### src/rtl/move_record_playback_sequencer_core_assert.svh
// ----------------------------------------------------------------------------
// Assertion macros for the move record and playback sequencer
// Define NO_ASSERTIONS to compile every check down to nothing.
// ----------------------------------------------------------------------------
`ifndef MOVE_RECORD_PLAYBACK_SEQUENCER_CORE_ASSERT_SVH
`define MOVE_RECORD_PLAYBACK_SEQUENCER_CORE_ASSERT_SVH
`ifndef NO_ASSERTIONS
// Property must hold at every clock edge out of reset.
`define MRPS_ASSERT_NOW(label, clk, rst_n, prop) \
    label: assert property (@(posedge clk) disable iff (!rst_n) (prop)) \
        else $error("mrps check failed: invariant");
// Antecedent at one edge implies consequent at the next edge.
`define MRPS_ASSERT_NEXT(label, clk, rst_n, ante, cons) \
    label: assert property (@(posedge clk) disable iff (!rst_n) (ante) |=> (cons)) \
        else $error("mrps check failed: next-cycle rule");
`else
`define MRPS_ASSERT_NOW(label, clk, rst_n, prop)
`define MRPS_ASSERT_NEXT(label, clk, rst_n, ante, cons)
`endif
`endif

### src/rtl/mrps_pkg.sv
`timescale 1ns / 1ps
// ----------------------------------------------------------------------------
// mrps_pkg
// Command codes, motion codes, register map and bus widths of the sequencer.
// ----------------------------------------------------------------------------
package mrps_pkg;

    // remote command codes
    localparam logic [7:0] CMD_REC_START  = 8'd11;
    localparam logic [7:0] CMD_REC_STOP   = 8'd10;
    localparam logic [7:0] CMD_PLAY_START = 8'd21;
    localparam logic [7:0] CMD_PLAY_STOP  = 8'd20;
    localparam logic [7:0] CMD_UP         = 8'd31;
    localparam logic [7:0] CMD_DOWN       = 8'd30;
    localparam logic [7:0] CMD_LEFT       = 8'd32;
    localparam logic [7:0] CMD_RIGHT      = 8'd33;

    // item kind carried in tuser
    localparam logic KIND_TICK    = 1'b0;
    localparam logic KIND_COMMAND = 1'b1;

    // stored move codes: up, down, left, right
    localparam int STORE_CODE_W = 2;
    localparam logic [STORE_CODE_W-1:0] CODE_UP    = 2'd0;
    localparam logic [STORE_CODE_W-1:0] CODE_DOWN  = 2'd1;
    localparam logic [STORE_CODE_W-1:0] CODE_LEFT  = 2'd2;
    localparam logic [STORE_CODE_W-1:0] CODE_RIGHT = 2'd3;

    // motion state; a move code maps to code + 1
    localparam logic [2:0] MOT_STOP  = 3'd0;
    localparam logic [2:0] MOT_FWD   = 3'd1;
    localparam logic [2:0] MOT_BACK  = 3'd2;
    localparam logic [2:0] MOT_LEFT  = 3'd3;
    localparam logic [2:0] MOT_RIGHT = 3'd4;

    // how the second stage updates the motion
    localparam logic [1:0] MOP_KEEP  = 2'd0;
    localparam logic [1:0] MOP_STICK = 2'd1;
    localparam logic [1:0] MOP_STORE = 2'd2;
    localparam logic [1:0] MOP_STOP  = 2'd3;

    // configuration register map
    localparam int CFG_IDX_W  = 3;
    localparam int CFG_DATA_W = 16;
    localparam logic [CFG_IDX_W-1:0] REG_MOVE_DURATION     = 3'd0;
    localparam logic [CFG_IDX_W-1:0] REG_FULL_SPEED        = 3'd1;
    localparam logic [CFG_IDX_W-1:0] REG_SLOW_SPEED        = 3'd2;
    localparam logic [CFG_IDX_W-1:0] REG_LEFT_TURN_OUTER   = 3'd3;
    localparam logic [CFG_IDX_W-1:0] REG_RIGHT_TURN_OUTER  = 3'd4;

    localparam logic [15:0] RST_MOVE_DURATION    = 16'd1000;
    localparam logic [7:0]  RST_FULL_SPEED       = 8'd255;
    localparam logic [7:0]  RST_SLOW_SPEED       = 8'd63;
    localparam logic [7:0]  RST_LEFT_TURN_OUTER  = 8'd168;
    localparam logic [7:0]  RST_RIGHT_TURN_OUTER = 8'd196;

    // stream widths
    localparam int IN_TDATA_W  = 8;
    localparam int IN_TUSER_W  = 1;
    localparam int COUNT_OUT_W = 7;
    localparam int OUT_FIELD_W = 36;
    localparam int OUT_TDATA_W = 40;

endpackage

### src/rtl/move_record_playback_sequencer_core.sv
`timescale 1ns / 1ps
// ----------------------------------------------------------------------------
// move_record_playback_sequencer_core
// Records stick moves of a remote into a move memory and plays them back on
// the two H-bridge motor outputs, paced by one-millisecond ticks.
// ----------------------------------------------------------------------------
// The core takes one transfer per clock on the slave stream unless stalled,
// either a tick (tuser 0) or a remote command (tuser 1), and returns exactly
// one result transfer per input on the master stream, showing drive lines,
// speeds, mode flags, store fill and playback position after that item.
// Throughput is one item per cycle while the master side takes results;
// s_axis_tready falls when both stages hold data and m_axis_tready is low.
// Stage 0 updates the modes, counters and the elapsed tick count and issues
// the move memory access (a write while recording, a read when a playback
// step is due); stage 1 picks up the memory's registered read word and
// resolves the motion and speeds into the output register. Configuration
// writes take effect at once and are meant for idle periods. The move memory
// needs no clearing after reset: playback only reads entries below the stored count.
// ----------------------------------------------------------------------------
module move_record_playback_sequencer_core #(
    parameter int STORE_DEPTH = 64
) (
    input  logic                              i_clk,
    input  logic                              i_rst_n,
    // slave stream
    input  logic                              s_axis_tvalid,
    output logic                              s_axis_tready,
    // [7:0] command_code
    input  logic [mrps_pkg::IN_TDATA_W-1:0]   s_axis_tdata,
    // [0] kind (0 tick, 1 command)
    input  logic [mrps_pkg::IN_TUSER_W-1:0]   s_axis_tuser,
    // master stream
    output logic                              m_axis_tvalid,
    input  logic                              m_axis_tready,
    // [0] left_forward, [1] left_backward, [2] right_forward,
    // [3] right_backward, [11:4] left_speed, [19:12] right_speed,
    // [20] recording, [21] playing, [28:22] stored_moves,
    // [35:29] play_position, [39:36] zero
    output logic [mrps_pkg::OUT_TDATA_W-1:0]  m_axis_tdata,
    // configuration write port
    input  logic                              i_cfg_wr_en,
    input  logic [mrps_pkg::CFG_IDX_W-1:0]    i_cfg_index,
    input  logic [mrps_pkg::CFG_DATA_W-1:0]   i_cfg_data
);
    import mrps_pkg::*;

    `include "move_record_playback_sequencer_core_assert.svh"

    // count holds 0..STORE_DEPTH, address holds 0..STORE_DEPTH-1
    localparam int CW  = $clog2(STORE_DEPTH + 1);
    localparam int AW  = (STORE_DEPTH > 1) ? $clog2(STORE_DEPTH) : 1;
    localparam int CXW = (CW > COUNT_OUT_W) ? CW : COUNT_OUT_W;
    localparam logic [CW-1:0] DEPTH_C = CW'(STORE_DEPTH);

    typedef struct packed {
        logic [1:0]              op;
        logic [STORE_CODE_W-1:0] code;
        logic                    rec;
        logic                    play;
        logic [CW-1:0]           total;
        logic [CW-1:0]           pidx;
    } t_stage;

    // ---------------- configuration registers ----------------
    logic [15:0] r_move_duration;
    logic [7:0]  r_full_speed;
    logic [7:0]  r_slow_speed;
    logic [7:0]  r_left_outer;
    logic [7:0]  r_right_outer;

    always_ff @(posedge i_clk) begin
        if (!i_rst_n) begin
            r_move_duration <= RST_MOVE_DURATION;
            r_full_speed    <= RST_FULL_SPEED;
            r_slow_speed    <= RST_SLOW_SPEED;
            r_left_outer    <= RST_LEFT_TURN_OUTER;
            r_right_outer   <= RST_RIGHT_TURN_OUTER;
        end else if (i_cfg_wr_en) begin
            // indexes past the map are dropped
            unique case (i_cfg_index)
                REG_MOVE_DURATION:    r_move_duration <= i_cfg_data;
                REG_FULL_SPEED:       r_full_speed    <= i_cfg_data[7:0];
                REG_SLOW_SPEED:       r_slow_speed    <= i_cfg_data[7:0];
                REG_LEFT_TURN_OUTER:  r_left_outer    <= i_cfg_data[7:0];
                REG_RIGHT_TURN_OUTER: r_right_outer   <= i_cfg_data[7:0];
                default: ;
            endcase
        end
    end

    // ---------------- stage 0: mode and counter update ----------------
    logic          r_rec, r_play;
    logic [CW-1:0] r_total, r_pidx;
    logic [15:0]   r_elapsed;

    logic          n_rec, n_play;
    logic [CW-1:0] n_total, n_pidx;
    logic [15:0]   n_elapsed;
    t_stage        n_stage;

    logic                    accept;
    logic                    kind;
    logic [7:0]              cmd;
    logic                    is_stick;
    logic [STORE_CODE_W-1:0] stick_code;
    logic [15:0]             elapsed_inc;
    logic                    time_up;
    logic [CW-1:0]           pidx_inc;

    logic                    store_we;
    logic                    store_re;
    logic [STORE_CODE_W-1:0] store_rdata;

    logic                    r_s1_valid;
    t_stage                  r_s1;
    logic                    s1_adv;
    logic                    r_out_valid;

    assign accept   = s_axis_tvalid & s_axis_tready;
    assign kind     = s_axis_tuser[0];
    assign cmd      = s_axis_tdata;
    assign is_stick = (cmd == CMD_UP) || (cmd == CMD_DOWN) ||
                      (cmd == CMD_LEFT) || (cmd == CMD_RIGHT);

    always_comb begin
        priority if (cmd == CMD_UP) begin
            stick_code = CODE_UP;
        end else if (cmd == CMD_DOWN) begin
            stick_code = CODE_DOWN;
        end else if (cmd == CMD_LEFT) begin
            stick_code = CODE_LEFT;
        end else begin
            stick_code = CODE_RIGHT;
        end
    end

    // saturate the elapsed count at all ones
    assign elapsed_inc = (r_elapsed != 16'hFFFF) ? r_elapsed + 16'd1 : r_elapsed;
    assign time_up     = elapsed_inc > r_move_duration;
    assign pidx_inc    = r_pidx + CW'(1);

    always_comb begin
        n_rec     = r_rec;
        n_play    = r_play;
        n_total   = r_total;
        n_pidx    = r_pidx;
        n_elapsed = r_elapsed;
        store_we  = 1'b0;
        store_re  = 1'b0;
        n_stage.op   = MOP_KEEP;
        n_stage.code = stick_code;
        if (kind == KIND_COMMAND) begin
            // mode commands, each only from its proper mode
            priority if (cmd == CMD_REC_START && !r_rec && !r_play) begin
                n_rec   = 1'b1;
                n_total = '0;
                n_pidx  = '0;
            end else if (cmd == CMD_REC_STOP && r_rec && !r_play) begin
                n_rec = 1'b0;
            end else if (cmd == CMD_PLAY_START && !r_rec && !r_play &&
                         r_total != '0) begin
                n_play = 1'b1;
            end else if (cmd == CMD_PLAY_STOP && !r_rec && r_play) begin
                n_play = 1'b0;
            end else begin
                n_play = r_play;
            end
            // sticks drive the motors unless playing; append while recording
            if (is_stick && !n_play) begin
                if (n_rec && (n_total < DEPTH_C)) begin
                    store_we = accept;
                    n_total  = n_total + CW'(1);
                end
                n_stage.op = MOP_STICK;
                n_elapsed  = '0;
            end
        end else begin
            n_elapsed = elapsed_inc;
            if (time_up) begin
                if (r_play) begin
                    // fetch the next stored move
                    store_re   = accept;
                    n_stage.op = MOP_STORE;
                    n_elapsed  = '0;
                    if (pidx_inc >= r_total) begin
                        n_play = 1'b0;
                        n_pidx = '0;
                    end else begin
                        n_pidx = pidx_inc;
                    end
                end else begin
                    n_stage.op = MOP_STOP;
                end
            end
        end
        n_stage.rec   = n_rec;
        n_stage.play  = n_play;
        n_stage.total = n_total;
        n_stage.pidx  = n_pidx;
    end

    always_ff @(posedge i_clk) begin
        if (!i_rst_n) begin
            r_rec     <= 1'b0;
            r_play    <= 1'b0;
            r_total   <= '0;
            r_pidx    <= '0;
            r_elapsed <= '0;
        end else if (accept) begin
            r_rec     <= n_rec;
            r_play    <= n_play;
            r_total   <= n_total;
            r_pidx    <= n_pidx;
            r_elapsed <= n_elapsed;
        end
    end

    // write at the fill count, read at the play position; the modes keep
    // the two from ever touching the store in the same cycle
    mrps_move_store #(
        .DEPTH (STORE_DEPTH),
        .AW    (AW)
    ) u_store (
        .i_clk     (i_clk),
        .i_wr_en   (store_we),
        .i_wr_addr (r_total[AW-1:0]),
        .i_wr_data (stick_code),
        .i_rd_en   (store_re),
        .i_rd_addr (r_pidx[AW-1:0]),
        .o_rd_data (store_rdata)
    );

    // ---------------- stage 1: motion resolve ----------------
    assign s1_adv        = r_s1_valid & (~r_out_valid | m_axis_tready);
    assign s_axis_tready = ~r_s1_valid | ~r_out_valid | m_axis_tready;

    always_ff @(posedge i_clk) begin
        if (!i_rst_n) begin
            r_s1_valid <= 1'b0;
        end else if (accept) begin
            r_s1_valid <= 1'b1;
        end else if (s1_adv) begin
            r_s1_valid <= 1'b0;
        end
    end

    // payload only; the read word waits in the memory's output register
    always_ff @(posedge i_clk) begin
        if (accept) begin
            r_s1 <= n_stage;
        end
    end

    logic [2:0] r_motion;
    logic [2:0] n_motion;

    always_comb begin
        unique case (r_s1.op)
            MOP_KEEP:  n_motion = r_motion;
            MOP_STICK: n_motion = {1'b0, r_s1.code} + 3'd1;
            MOP_STORE: n_motion = {1'b0, store_rdata} + 3'd1;
            MOP_STOP:  n_motion = MOT_STOP;
            default:   n_motion = r_motion;
        endcase
    end

    always_ff @(posedge i_clk) begin
        if (!i_rst_n) begin
            r_motion <= MOT_STOP;
        end else if (s1_adv) begin
            r_motion <= n_motion;
        end
    end

    // drive lines and speeds per motion
    logic       lf, lb, rf, rb;
    logic [7:0] ls, rs;

    always_comb begin
        lf = 1'b0;
        lb = 1'b0;
        rf = 1'b0;
        rb = 1'b0;
        ls = '0;
        rs = '0;
        unique case (n_motion)
            MOT_FWD: begin
                lf = 1'b1;
                rf = 1'b1;
                ls = r_full_speed;
                rs = r_full_speed;
            end
            MOT_BACK: begin
                lb = 1'b1;
                rb = 1'b1;
                ls = r_full_speed;
                rs = r_full_speed;
            end
            MOT_LEFT: begin
                lf = 1'b1;
                rf = 1'b1;
                ls = r_slow_speed;
                rs = r_left_outer;
            end
            MOT_RIGHT: begin
                lf = 1'b1;
                rf = 1'b1;
                ls = r_right_outer;
                rs = r_slow_speed;
            end
            default: ; // stopped: everything low
        endcase
    end

    // counts are reported in seven bits
    logic [CXW-1:0] total_x, pidx_x;
    assign total_x = CXW'(r_s1.total);
    assign pidx_x  = CXW'(r_s1.pidx);

    // ---------------- output register ----------------
    logic [OUT_TDATA_W-1:0] r_out_data;

    always_ff @(posedge i_clk) begin
        if (!i_rst_n) begin
            r_out_valid <= 1'b0;
        end else if (s1_adv) begin
            r_out_valid <= 1'b1;
        end else if (m_axis_tready) begin
            r_out_valid <= 1'b0;
        end
    end

    always_ff @(posedge i_clk) begin
        if (s1_adv) begin
            r_out_data <= {{(OUT_TDATA_W - OUT_FIELD_W){1'b0}},
                           pidx_x[COUNT_OUT_W-1:0], total_x[COUNT_OUT_W-1:0],
                           r_s1.play, r_s1.rec, rs, ls, rb, rf, lb, lf};
        end
    end

    assign m_axis_tvalid = r_out_valid;
    assign m_axis_tdata  = r_out_data;

    // ---------------- checks ----------------
    `MRPS_ASSERT_NOW(a_mode_exclusive, i_clk, i_rst_n, !(r_rec && r_play))
    `MRPS_ASSERT_NOW(a_play_in_range, i_clk, i_rst_n, !r_play || (r_pidx < r_total))
    `MRPS_ASSERT_NOW(a_total_capped, i_clk, i_rst_n, r_total <= DEPTH_C)
    `MRPS_ASSERT_NOW(a_store_one_access, i_clk, i_rst_n, !(store_we && store_re))
    `MRPS_ASSERT_NEXT(a_stage_holds, i_clk, i_rst_n, r_s1_valid && !s1_adv, r_s1_valid)

endmodule

### src/rtl/mrps_move_store.sv
`timescale 1ns / 1ps
// ----------------------------------------------------------------------------
// mrps_move_store
// Single-port-write, single-port-read move memory, registered read data.
// ----------------------------------------------------------------------------
module mrps_move_store #(
    parameter int DEPTH = 64,
    parameter int AW    = 6
) (
    input  logic                              i_clk,
    input  logic                              i_wr_en,
    input  logic [AW-1:0]                     i_wr_addr,
    input  logic [mrps_pkg::STORE_CODE_W-1:0] i_wr_data,
    input  logic                              i_rd_en,
    input  logic [AW-1:0]                     i_rd_addr,
    output logic [mrps_pkg::STORE_CODE_W-1:0] o_rd_data
);
    import mrps_pkg::*;

    logic [STORE_CODE_W-1:0] r_mem [DEPTH];
    logic [STORE_CODE_W-1:0] r_rd_data;

    always_ff @(posedge i_clk) begin
        if (i_wr_en) begin
            r_mem[i_wr_addr] <= i_wr_data;
        end
    end

    // hold the last read word until the next read
    always_ff @(posedge i_clk) begin
        if (i_rd_en) begin
            r_rd_data <= r_mem[i_rd_addr];
        end
    end

    assign o_rd_data = r_rd_data;

endmodule

### config.mk
export PLATFORM = sky130hd
export DESIGN_NAME = move_record_playback_sequencer_core
export DESIGN_NICKNAME = d
export VERILOG_FILES = /design/src/rtl/mrps_pkg.sv /design/src/rtl/move_record_playback_sequencer_core.sv /design/src/rtl/mrps_move_store.sv
export VERILOG_INCLUDE_DIRS = /design/src /design/src/rtl
export SDC_FILE = /design/constraint.sdc
export NUM_CORES = 1
export LEC_CHECK = 0
export BUFFER_PORTS_ARGS = -buffer_cell sky130_fd_sc_hd__clkbuf_2
export CORE_MARGIN = 2
export CORE_UTILIZATION = 50
export CTS_CLUSTER_SIZE = 12
export DETAILED_ROUTE_END_ITERATION = 16
export MAX_ROUTING_LAYER = met4
export PLACE_DENSITY = 0.76
export SYNTH_ARGS = -nofsm -noshare
export SYNTH_HDL_FRONTEND = slang
export SYNTH_SLANG_ARGS = --single-unit
### constraint.sdc
create_clock -name i_clk -period 6.3 [get_ports i_clk]
set_input_delay 0.315 -clock i_clk [delete_from_list [all_inputs] [get_ports i_clk]]
set_output_delay 0.315 -clock i_clk [all_outputs]
set_load 0.05 [all_outputs]
==> results of run 1 <==
==> registers in the layout, summed over array words and instances, names as in the netlist, 8 cells and up <==
register,count
r_move_duration,16
u_store.r_mem,128
r_elapsed,16
m_axis_tdata,34
r_full_speed,8
r_slow_speed,8
r_right_outer,8
r_left_outer,8
==> cells in the final DEF (no fill, tap or decap), drive strengths merged, types with 4 or more instances in the layout <==
cell / instances
nor3: 14
buf: 9
nand2: 151
dfxtp: 85
and2: 6
clkbuf: 119
mux4: 40
nor2: 106
edfxtp: 184
xnor2: 15
a31oi: 4
nand3: 65
o211ai: 10
a22oi: 18
nor4: 5
o21ai: 41
o31ai: 5
a211oi: 7
or3: 6
and3: 10
mux2: 6
mux2i: 8
a21o: 6
inv: 40
nand4: 16
conb: 4
nor2b: 6
a22o: 7
a21oi: 51
ha: 29
or4: 4
==> cell families after synthesis <==
| kind of cell | count (synthesis) | share of synthesized area |
|---|---|---|
| buffers and inverters | 97 | 0.0328 |
| AO/OA/AOI/OAI | 171 | 0.0892 |
| XOR/XNOR | 17 | 0.0123 |
| flip-flops | 269 | 0.596 |
| adder cells (fa/ha/maj) | 29 | 0.0299 |
| other | 1 | 0.000309 |
| AND/OR/NAND/NOR | 406 | 0.153 |
| multiplexers | 54 | 0.0865 |
==> cell type report <==
class | instances | area (um^2)
clock buffers | 49 | 862
flip-flops and latches | 269 | 7230
inverters | 41 | 154
repair buffers | 82 | 448
well taps | 319 | 399
clock inverters | 3 | 43.8
fillers | 1927 | 9950
multi-input cells | 681 | 4520
==> worst max path at each step <==
| stage | startpoint | endpoint | slack (ps) | depth (start not counted) |
|---|---|---|---|---|
| finish | r_elapsed[2]$_SDFFE_PN0P_ | pidx_x[4]$_DFFE_PP_ | 1650 | 14 |
| global route | r_elapsed[2]$_SDFFE_PN0P_ | pidx_x[4]$_DFFE_PP_ | 1190 | 14 |
| CTS | r_elapsed[2]$_SDFFE_PN0P_ | pidx_x[4]$_DFFE_PP_ | 1750 | 14 |
| detailed placement | r_elapsed[2]$_SDFFE_PN0P_ | pidx_x[0]$_DFFE_PP_ | 1790 | 14 |
| global placement | r_elapsed[2]$_SDFFE_PN0P_ | pidx_x[0]$_DFFE_PP_ | 1950 | 14 |
| floorplan | r_elapsed[2]$_SDFFE_PN0P_ | pidx_x[5]$_DFFE_PP_ | 2430 | 15 |
==> critical path, stage by stage, from the launching register on <==
cell and delay, ps:
dfxtp_1 480, nand4_1 170, nor3_1 460, nand4_1 220
nor2_1 210, nand3_1 110, mux2_2 300, ha_1 290
nand4_1 170, nor3_1 270, nand2_1 100, o211ai_1 530
nand3_1 330, or3_1 510, o31ai_1 300
==> stage by stage <==
step / util / hold slack, ps / worst slack (ps) / instances
after floorplan: - / 400 / 2430 / 1047
after global placement: 0.539 / 405 / 1950 / 1389
after detailed placement: 0.539 / 405 / 1790 / 1389
after CTS: 0.578 / 4.02 / 1750 / 1444
after global routing: 0.578 / 9.57 / 1190 / 1444
final: 0.578 / 9.89 / 1650 / 1444
==> routing by layer <==
metal / global-route usage / routed length [um]
met5: - / 0
met4: 0.0612 / 613
met1: 0.288 / 11300
met2: 0.335 / 12600
met3: 0.0343 / 1870
==> timing repair <==
action / CTS / global route
hold buffers: 3 / 0
buffers inserted: 0 / 0
endpoints found under the setup margin: 0 / 0
endpoints found under the hold margin: 3 / 0
==> power breakdown <==
| group | total [uW] | switching (uW) | internal [uW] |
|---|---|---|---|
| logic | 180 | 133 | 47.4 |
| registers | 1920 | 14.0 | 1900 |
| clock network | 1610 | 647 | 962 |
| total | 3710 | 793 | 2910 |
==> flow_results.org, run 1 <==
** Synth
- Share of the synthesized area in the top cell type :: 0.456
- In the post-synthesis netlist, the cell with the most instances is edfxtp_1.
- A synthesized cell averages 11.6 um^2.
- In the synthesized netlist, the cells that appear most often are 184 x edfxtp_1, 151 x nand2_1, 105 x nor2_1, 85 x dfxtp_1, 65 x nand3_1.
- The synthesized design contains 184 enable-type register cells.
- Most area-hungry cell type in the Yosys netlist :: edfxtp_1
- The synthesized design contains 269 register bits.
- The cell count after synthesis came out at 1044.
- In the post-synthesis netlist, the biggest area contributors are edfxtp_1 46%, dfxtp_1 14%, mux4_2 7.4%.
- Yosys printed 0 warnings.
- The number of different library cells used by synthesis comes to 67.
- Most common flop cell mapped by yosys :: edfxtp_1
- Of the synthesized area, sequential elements account for 0.596.
- Mapped Area :: 12100 um^2
- In the synthesized netlist the async set-or-reset flop fraction comes to 0.

** Critical path
- Crit path capture type :: flop
- Startpoint types :: flop
- CP arrival :: 4990 ps
- Crit Reg-Reg Startpoint :: r_elapsed[2]$_SDFFE_PN0P_
- Reg2Reg Setup Slack :: 1650 ps
- CP Data Required Time :: 6630 ps
- The worst register-to-register path ends at pidx_x[4]$_DFFE_PP_.
- The critical path is of the flop to flop type.
- Of all nets on the critical path, the largest fanout is 8.
- Logic depth of the worst register-to-register path :: 14

** Routing
- For this run, design rule violations remaining after detail routing come to 0.
- Aggregate routed wire length :: 26400 um
- Routed length per placed instance :: 18.3 um
- Vias per std cell :: 5.78
- Antenna Violating Nets Remaining :: 0
- The first detailed-routing pass took 5 iterations.
- Total via count in the routed design :: 8348
- For this block, the initial DRC count from the detailed router was 862.

** Placement
- Placed wire-length estimate :: 17500 um
- Dpl cell area :: 12700 um^2
- Weighted congestion at the end of routability-driven global placement :: 0.908
- Port buffering added 70 buffers.

** Power
- Pwr Total :: 3710 uW
- For this design the static power due to leakage is 0.00507 uW.
- Areal power density over the cells :: 271 nW/um^2
- Worst VDD drop :: 167 uV

** Job
- Maxcap violations :: 0

** CTS
- Clock-pin slew was measured on the worst setup and hold paths at 60 ps.
- CTS built an H-tree with a depth of 1.
- The later pin in the worst-skew pair is clocked with a latency of 540 ps.
- Total CTS buffers :: 28
- Post-CTS Resized :: 0
- Clock tree root buffer cell :: clkbuf_16
- Clock tree synthesis found a total of 269 sinks.
- The clock passes through at most 3 buffers.
- TritonCTS built the clock tree.

** Worst hold path
- Along the worst hold path, the cell count comes to 3.
- Kind of path behind the tightest hold check :: input pin to flop
- Destination of the worst hold path :: r_move_duration[14]$_SDFFE_PN0P_
- The startpoint identified for the worst hold timing path is i_cfg_data[14].

** Global route
- Across every metal layer, demand over resource in global routing totals 0.213.
- Summed over all layers, the global routing overflow is 0.
- Number of antenna violations at the first check in global routing :: 0
- Vias in the first global route :: 8066
- Maximum number of pins on one net before global-route repair :: 66
- First-pass GRT wire length :: 42600 um

** Final layout
- Final nets :: 1165
- Diode insertion count for antenna repair :: 0
- Fraction of final layout cells sized beyond drive strength 1 :: 0.152
- Growth of design area from synthesis to finish :: 12.6%
- Summing all non-filler instances in the final layout gives an area of 13700 um^2.

** Timing
- In this run the tightest slew margin relative to its limit is 0.243.
- Max-slew violation count :: 0
- Number of failing setup endpoints in the final timing report :: 0
- The number of hold violations in the final report came to 0.
- Clock period minus final worst setup slack :: 4650 ps
- Crit share post-route :: 0.738
- In the final timing run, aggregate negative setup slack is 0 ps.
- Worst setup skew after layout :: 18.3 ps
- Unrepaired setup endpoints after global routing :: no
- At the pin with the least slew margin, the transition time is 1130 ps.
- Static timing analysis puts the maximum clock frequency at 0.215 GHz.

** Floorplanning
- Die area :: 25500 um^2
- Count of standard-cell rows :: 56
- The core region is 23600 um^2.
- During I/O placement, the number of pins put on the boundary was 75.
- In this run the vertical extent of the chip is 160 um.
- The initial utilization of the core area, before any placement, comes to 0.514.
- Measured along the x axis, the die boundary spans 160 um.

** Status
- Status :: finished, final reports clean
Power figures use the tool's default switching activity.
==> inputs of run 2 (changes only) <==
- clock period: 6.3 -> 4.35 ns (I/O delays scaled with it)
==> run 2 against run 1 <==
Via count up 3.8%. Critical path type unchanged. Die area unchanged. Clock skew shrank 8.0 ps. Total power up 38%.
==> flow_results.org, run 2 (synthesis results as in run 1) <==
** Final layout
- Most used cells in the layout excluding fill and tap cells :: 184 x edfxtp_1, 151 x nand2_1, 105 x nor2_1 (unchanged)
- Fraction of final layout cells sized beyond drive strength 1 :: 0.155 (was 0.152)
- The largest register by flop count is u_store.r_mem (unchanged).
- Final nets :: 1189 (was 1165)
- Final design instance area without fill :: 13800 um^2 (was 13700 um^2)
- Number of flip-flops under the largest register name :: 128 (unchanged)
- Count of non-filler cells in the finished layout :: 1465 (was 1444)
- The filler cell count in the final layout was 1858 (was 1927).
- The most common cell after layout, fill and taps aside was edfxtp_1 (unchanged).
- The layout-stage area growth over the synthesis result was 13.5% (was 12.6%).

** Critical path
- The required time of the worst setup path is 4800 ps (was 6630 ps).
- The critical path startpoint category is a flop (unchanged).
- The worst path arrival time is 4530 ps (was 4990 ps).
- The kind of end point of the critical path was a flop (unchanged).
- Worst setup path class :: flop to flop (unchanged)
- The maximum fanout encountered on the critical timing path came to 8 (unchanged).

** Timing
- The top achievable clock speed came to 0.245 GHz (was 0.215 GHz).
- Total negative slack :: 0 ps (unchanged)
- Final critical-path setup slack :: 270 ps (was 1650 ps)
- The final clock period utilization by the worst path came to 0.938 (was 0.738).
- Max-slew violation count :: 0 (unchanged)
- Max-Slew Margin vs Limit :: 0.199 (was 0.243)
- Clock period minus final worst setup slack :: 4080 ps (was 4650 ps)
- Unrepaired setup endpoints after global routing :: no (unchanged)
- The actual transition at the worst max-transition pin is 1200 ps (was 1130 ps).
- The final setup violation count is 0 (unchanged).
- The number of hold violations in the final report is 0 (unchanged).
- Worst setup skew after layout :: 10.3 ps (was 18.3 ps)

** Routing
- The number of nets with antenna violations after detailed routing came to 0 (unchanged).
- The average routed wire per standard cell was 18.7 um (was 18.3 um).
- The number of vias in the routed layout came to 8665 (was 8348).
- Initial detailed-routing violation count :: 864 (was 862)
- The number of iterations in the first detailed-routing pass was 6 (was 5).
- Aggregate routed wire length :: 27400 um (was 26400 um)
- The number of remaining DRC errors came to 0 (unchanged).
- The vias per cell was 5.91 (was 5.78).

** CTS
- Clock input transition at the sequential cells of the worst setup and hold paths :: 60 ps (about the same)
- Total CTS buffers :: 27 (was 28)
- The cell at the root of the clock tree is clkbuf_16 (unchanged).
- Htree depth :: 1 (unchanged)
- Sinks on the clock net :: 269 (unchanged)
- Clock Latency Late Sink :: 540 ps (about the same)
- Maximum clock insertion buffer count :: 3 (unchanged)
- TritonCTS clock tree :: done (unchanged)

** Worst hold path
- Kind of path behind the tightest hold check :: input pin to flop (unchanged)

** Floorplanning
- Count of standard-cell rows :: 56 (unchanged)
- The height of the die came to 160 um (unchanged).
- The count of pins on the block boundary came to 75 (unchanged).
- The starting utilization of the core area was 0.514 (unchanged).
- The die width was 160 um (unchanged).
- Die area :: 25500 um^2 (unchanged)
- The placeable core region was 23600 um^2 (unchanged).

** Job
- The number of violations of the max-capacitance limit came to 0 (unchanged).

** Status
- Status: finished, final reports clean (unchanged).

** Power
- Worst VDD drop :: 274 uV (was 167 uV)
- The static leakage came to 0.00512 uW (was 0.00507 uW).
- The post-route total power is 5120 uW (was 3710 uW).
- The cell area power density is 372 nW/um^2 (was 271 nW/um^2).

** Global route
- GRT Total Usage :: 0.221 (was 0.213)
- Total congestion overflow :: 0 (unchanged)
- The pin count of the biggest net entering global routing came to 66 (unchanged).
- The number of antenna violations at the first check in global routing was 2 (was 0).
- The global-route wire length before repair came to 44100 um (was 42600 um).
- Vias in the first global route :: 8303 (was 8066)

** Placement
- The worst-case setup slack after placement was 358 ps (was 1790 ps).
- Dpl cell area :: 12800 um^2 (was 12700 um^2)
- The detailed-placement wirelength estimate was 18200 um (was 17500 um).
- Port Buffer Count :: 70 (unchanged)
- The number of instances in the placed design came to 1397 (was 1389).
- The placer congestion estimate came to 0.903 (was 0.908).
run 2: changes by cell type in the layout (fill, tap and decap cells not counted), sizes merged, moves of 2 or more:
cell / previous run / this run
clkbuf: 119 / 111
buf: 9 / 19
dlygate4sd3: 3 / 18
diode: 0 / 2
run 2: metrics by stage:
| stage | utilization | hold WS [ps] |
|---|---|---|
| after floorplan | - | 341 |
| after global placement | 0.541 | 403 |
| after detailed placement | 0.541 | 405 |
| after CTS | 0.582 | 85.4 |
| after global routing | 0.583 | 101 |
| final | 0.583 | 107 |
run 2: area by class of cell:
cell class                      count  area [um^2]  share of cell area
Clock inverter                      5         41.3             0.00300
Inverter                           41          154              0.0112
Antenna cell                        2         5.00            0.000364
Sequential cell                   269         7230               0.525
Tap cell                          319          399              0.0290
Multi-Input combinational cell    681         4530               0.329
Clock buffer                       41          728              0.0529
Timing Repair Buffer              107          673              0.0489
run 2: timing repair:
action | in CTS | in global routing
hold buffers | 18 | 0
resized for setup | 0 | 2
endpoints found under the hold margin | 47 | 0
setup endpoints to repair | 0 | 3
buffers inserted | 0 | 2
run 2: final timing paths:
| check | slack (ps) | startpoint | depth (start not counted) | to |
|---|---|---|---|---|
| min | 110 | s_axis_tdata[0] | 2 | r_s1[15]$_DFFE_PP_ |
| max | 270 | r_elapsed[2]$_SDFFE_PN0P_ | 16 | r_pidx[2]$_SDFFE_PN0P_ |
| min reg2reg | 420 | r_s1[14]$_DFFE_PP_ | 0 | m_axis_tdata[21]$_DFFE_PP_ |
| max reg2reg | 270 | r_elapsed[2]$_SDFFE_PN0P_ | 16 | r_pidx[2]$_SDFFE_PN0P_ |
run 2: power breakdown:
part	leakage [uW]	switching [uW]	internal, uW
registers	0.00271	20.7	2760
logic	0.00204	196	78.4
clock network	0.000369	912	1150
total	0.00512	1130	3990
run 2: worst max-delay path, cell delays in order (launching register included):
cell and delay, ps:
dfxtp_1 450, nand4_1 160, nor3_1 280, nand4_1 190, nor2_1 210, nand3_1 130
mux2_2 310, ha_1 300, nand4_1 190, nor3_1 100, a2111oi_0 420, buf_4 200
o211ai_1 170, buf_4 190, nand2_1 210, o21ai_0 180, a311oi_1 300
run 2: layer usage:
metal | vias up | share of wire | track usage
li1 | 4019 | - | -
met1 | 4186 | 0.42 | 0.297
met2 | 389 | 0.48 | 0.349
met3 | 71 | 0.073 | 0.0314
met4 | 0 | 0.031 | 0.0694
met5 | - | 0 | -
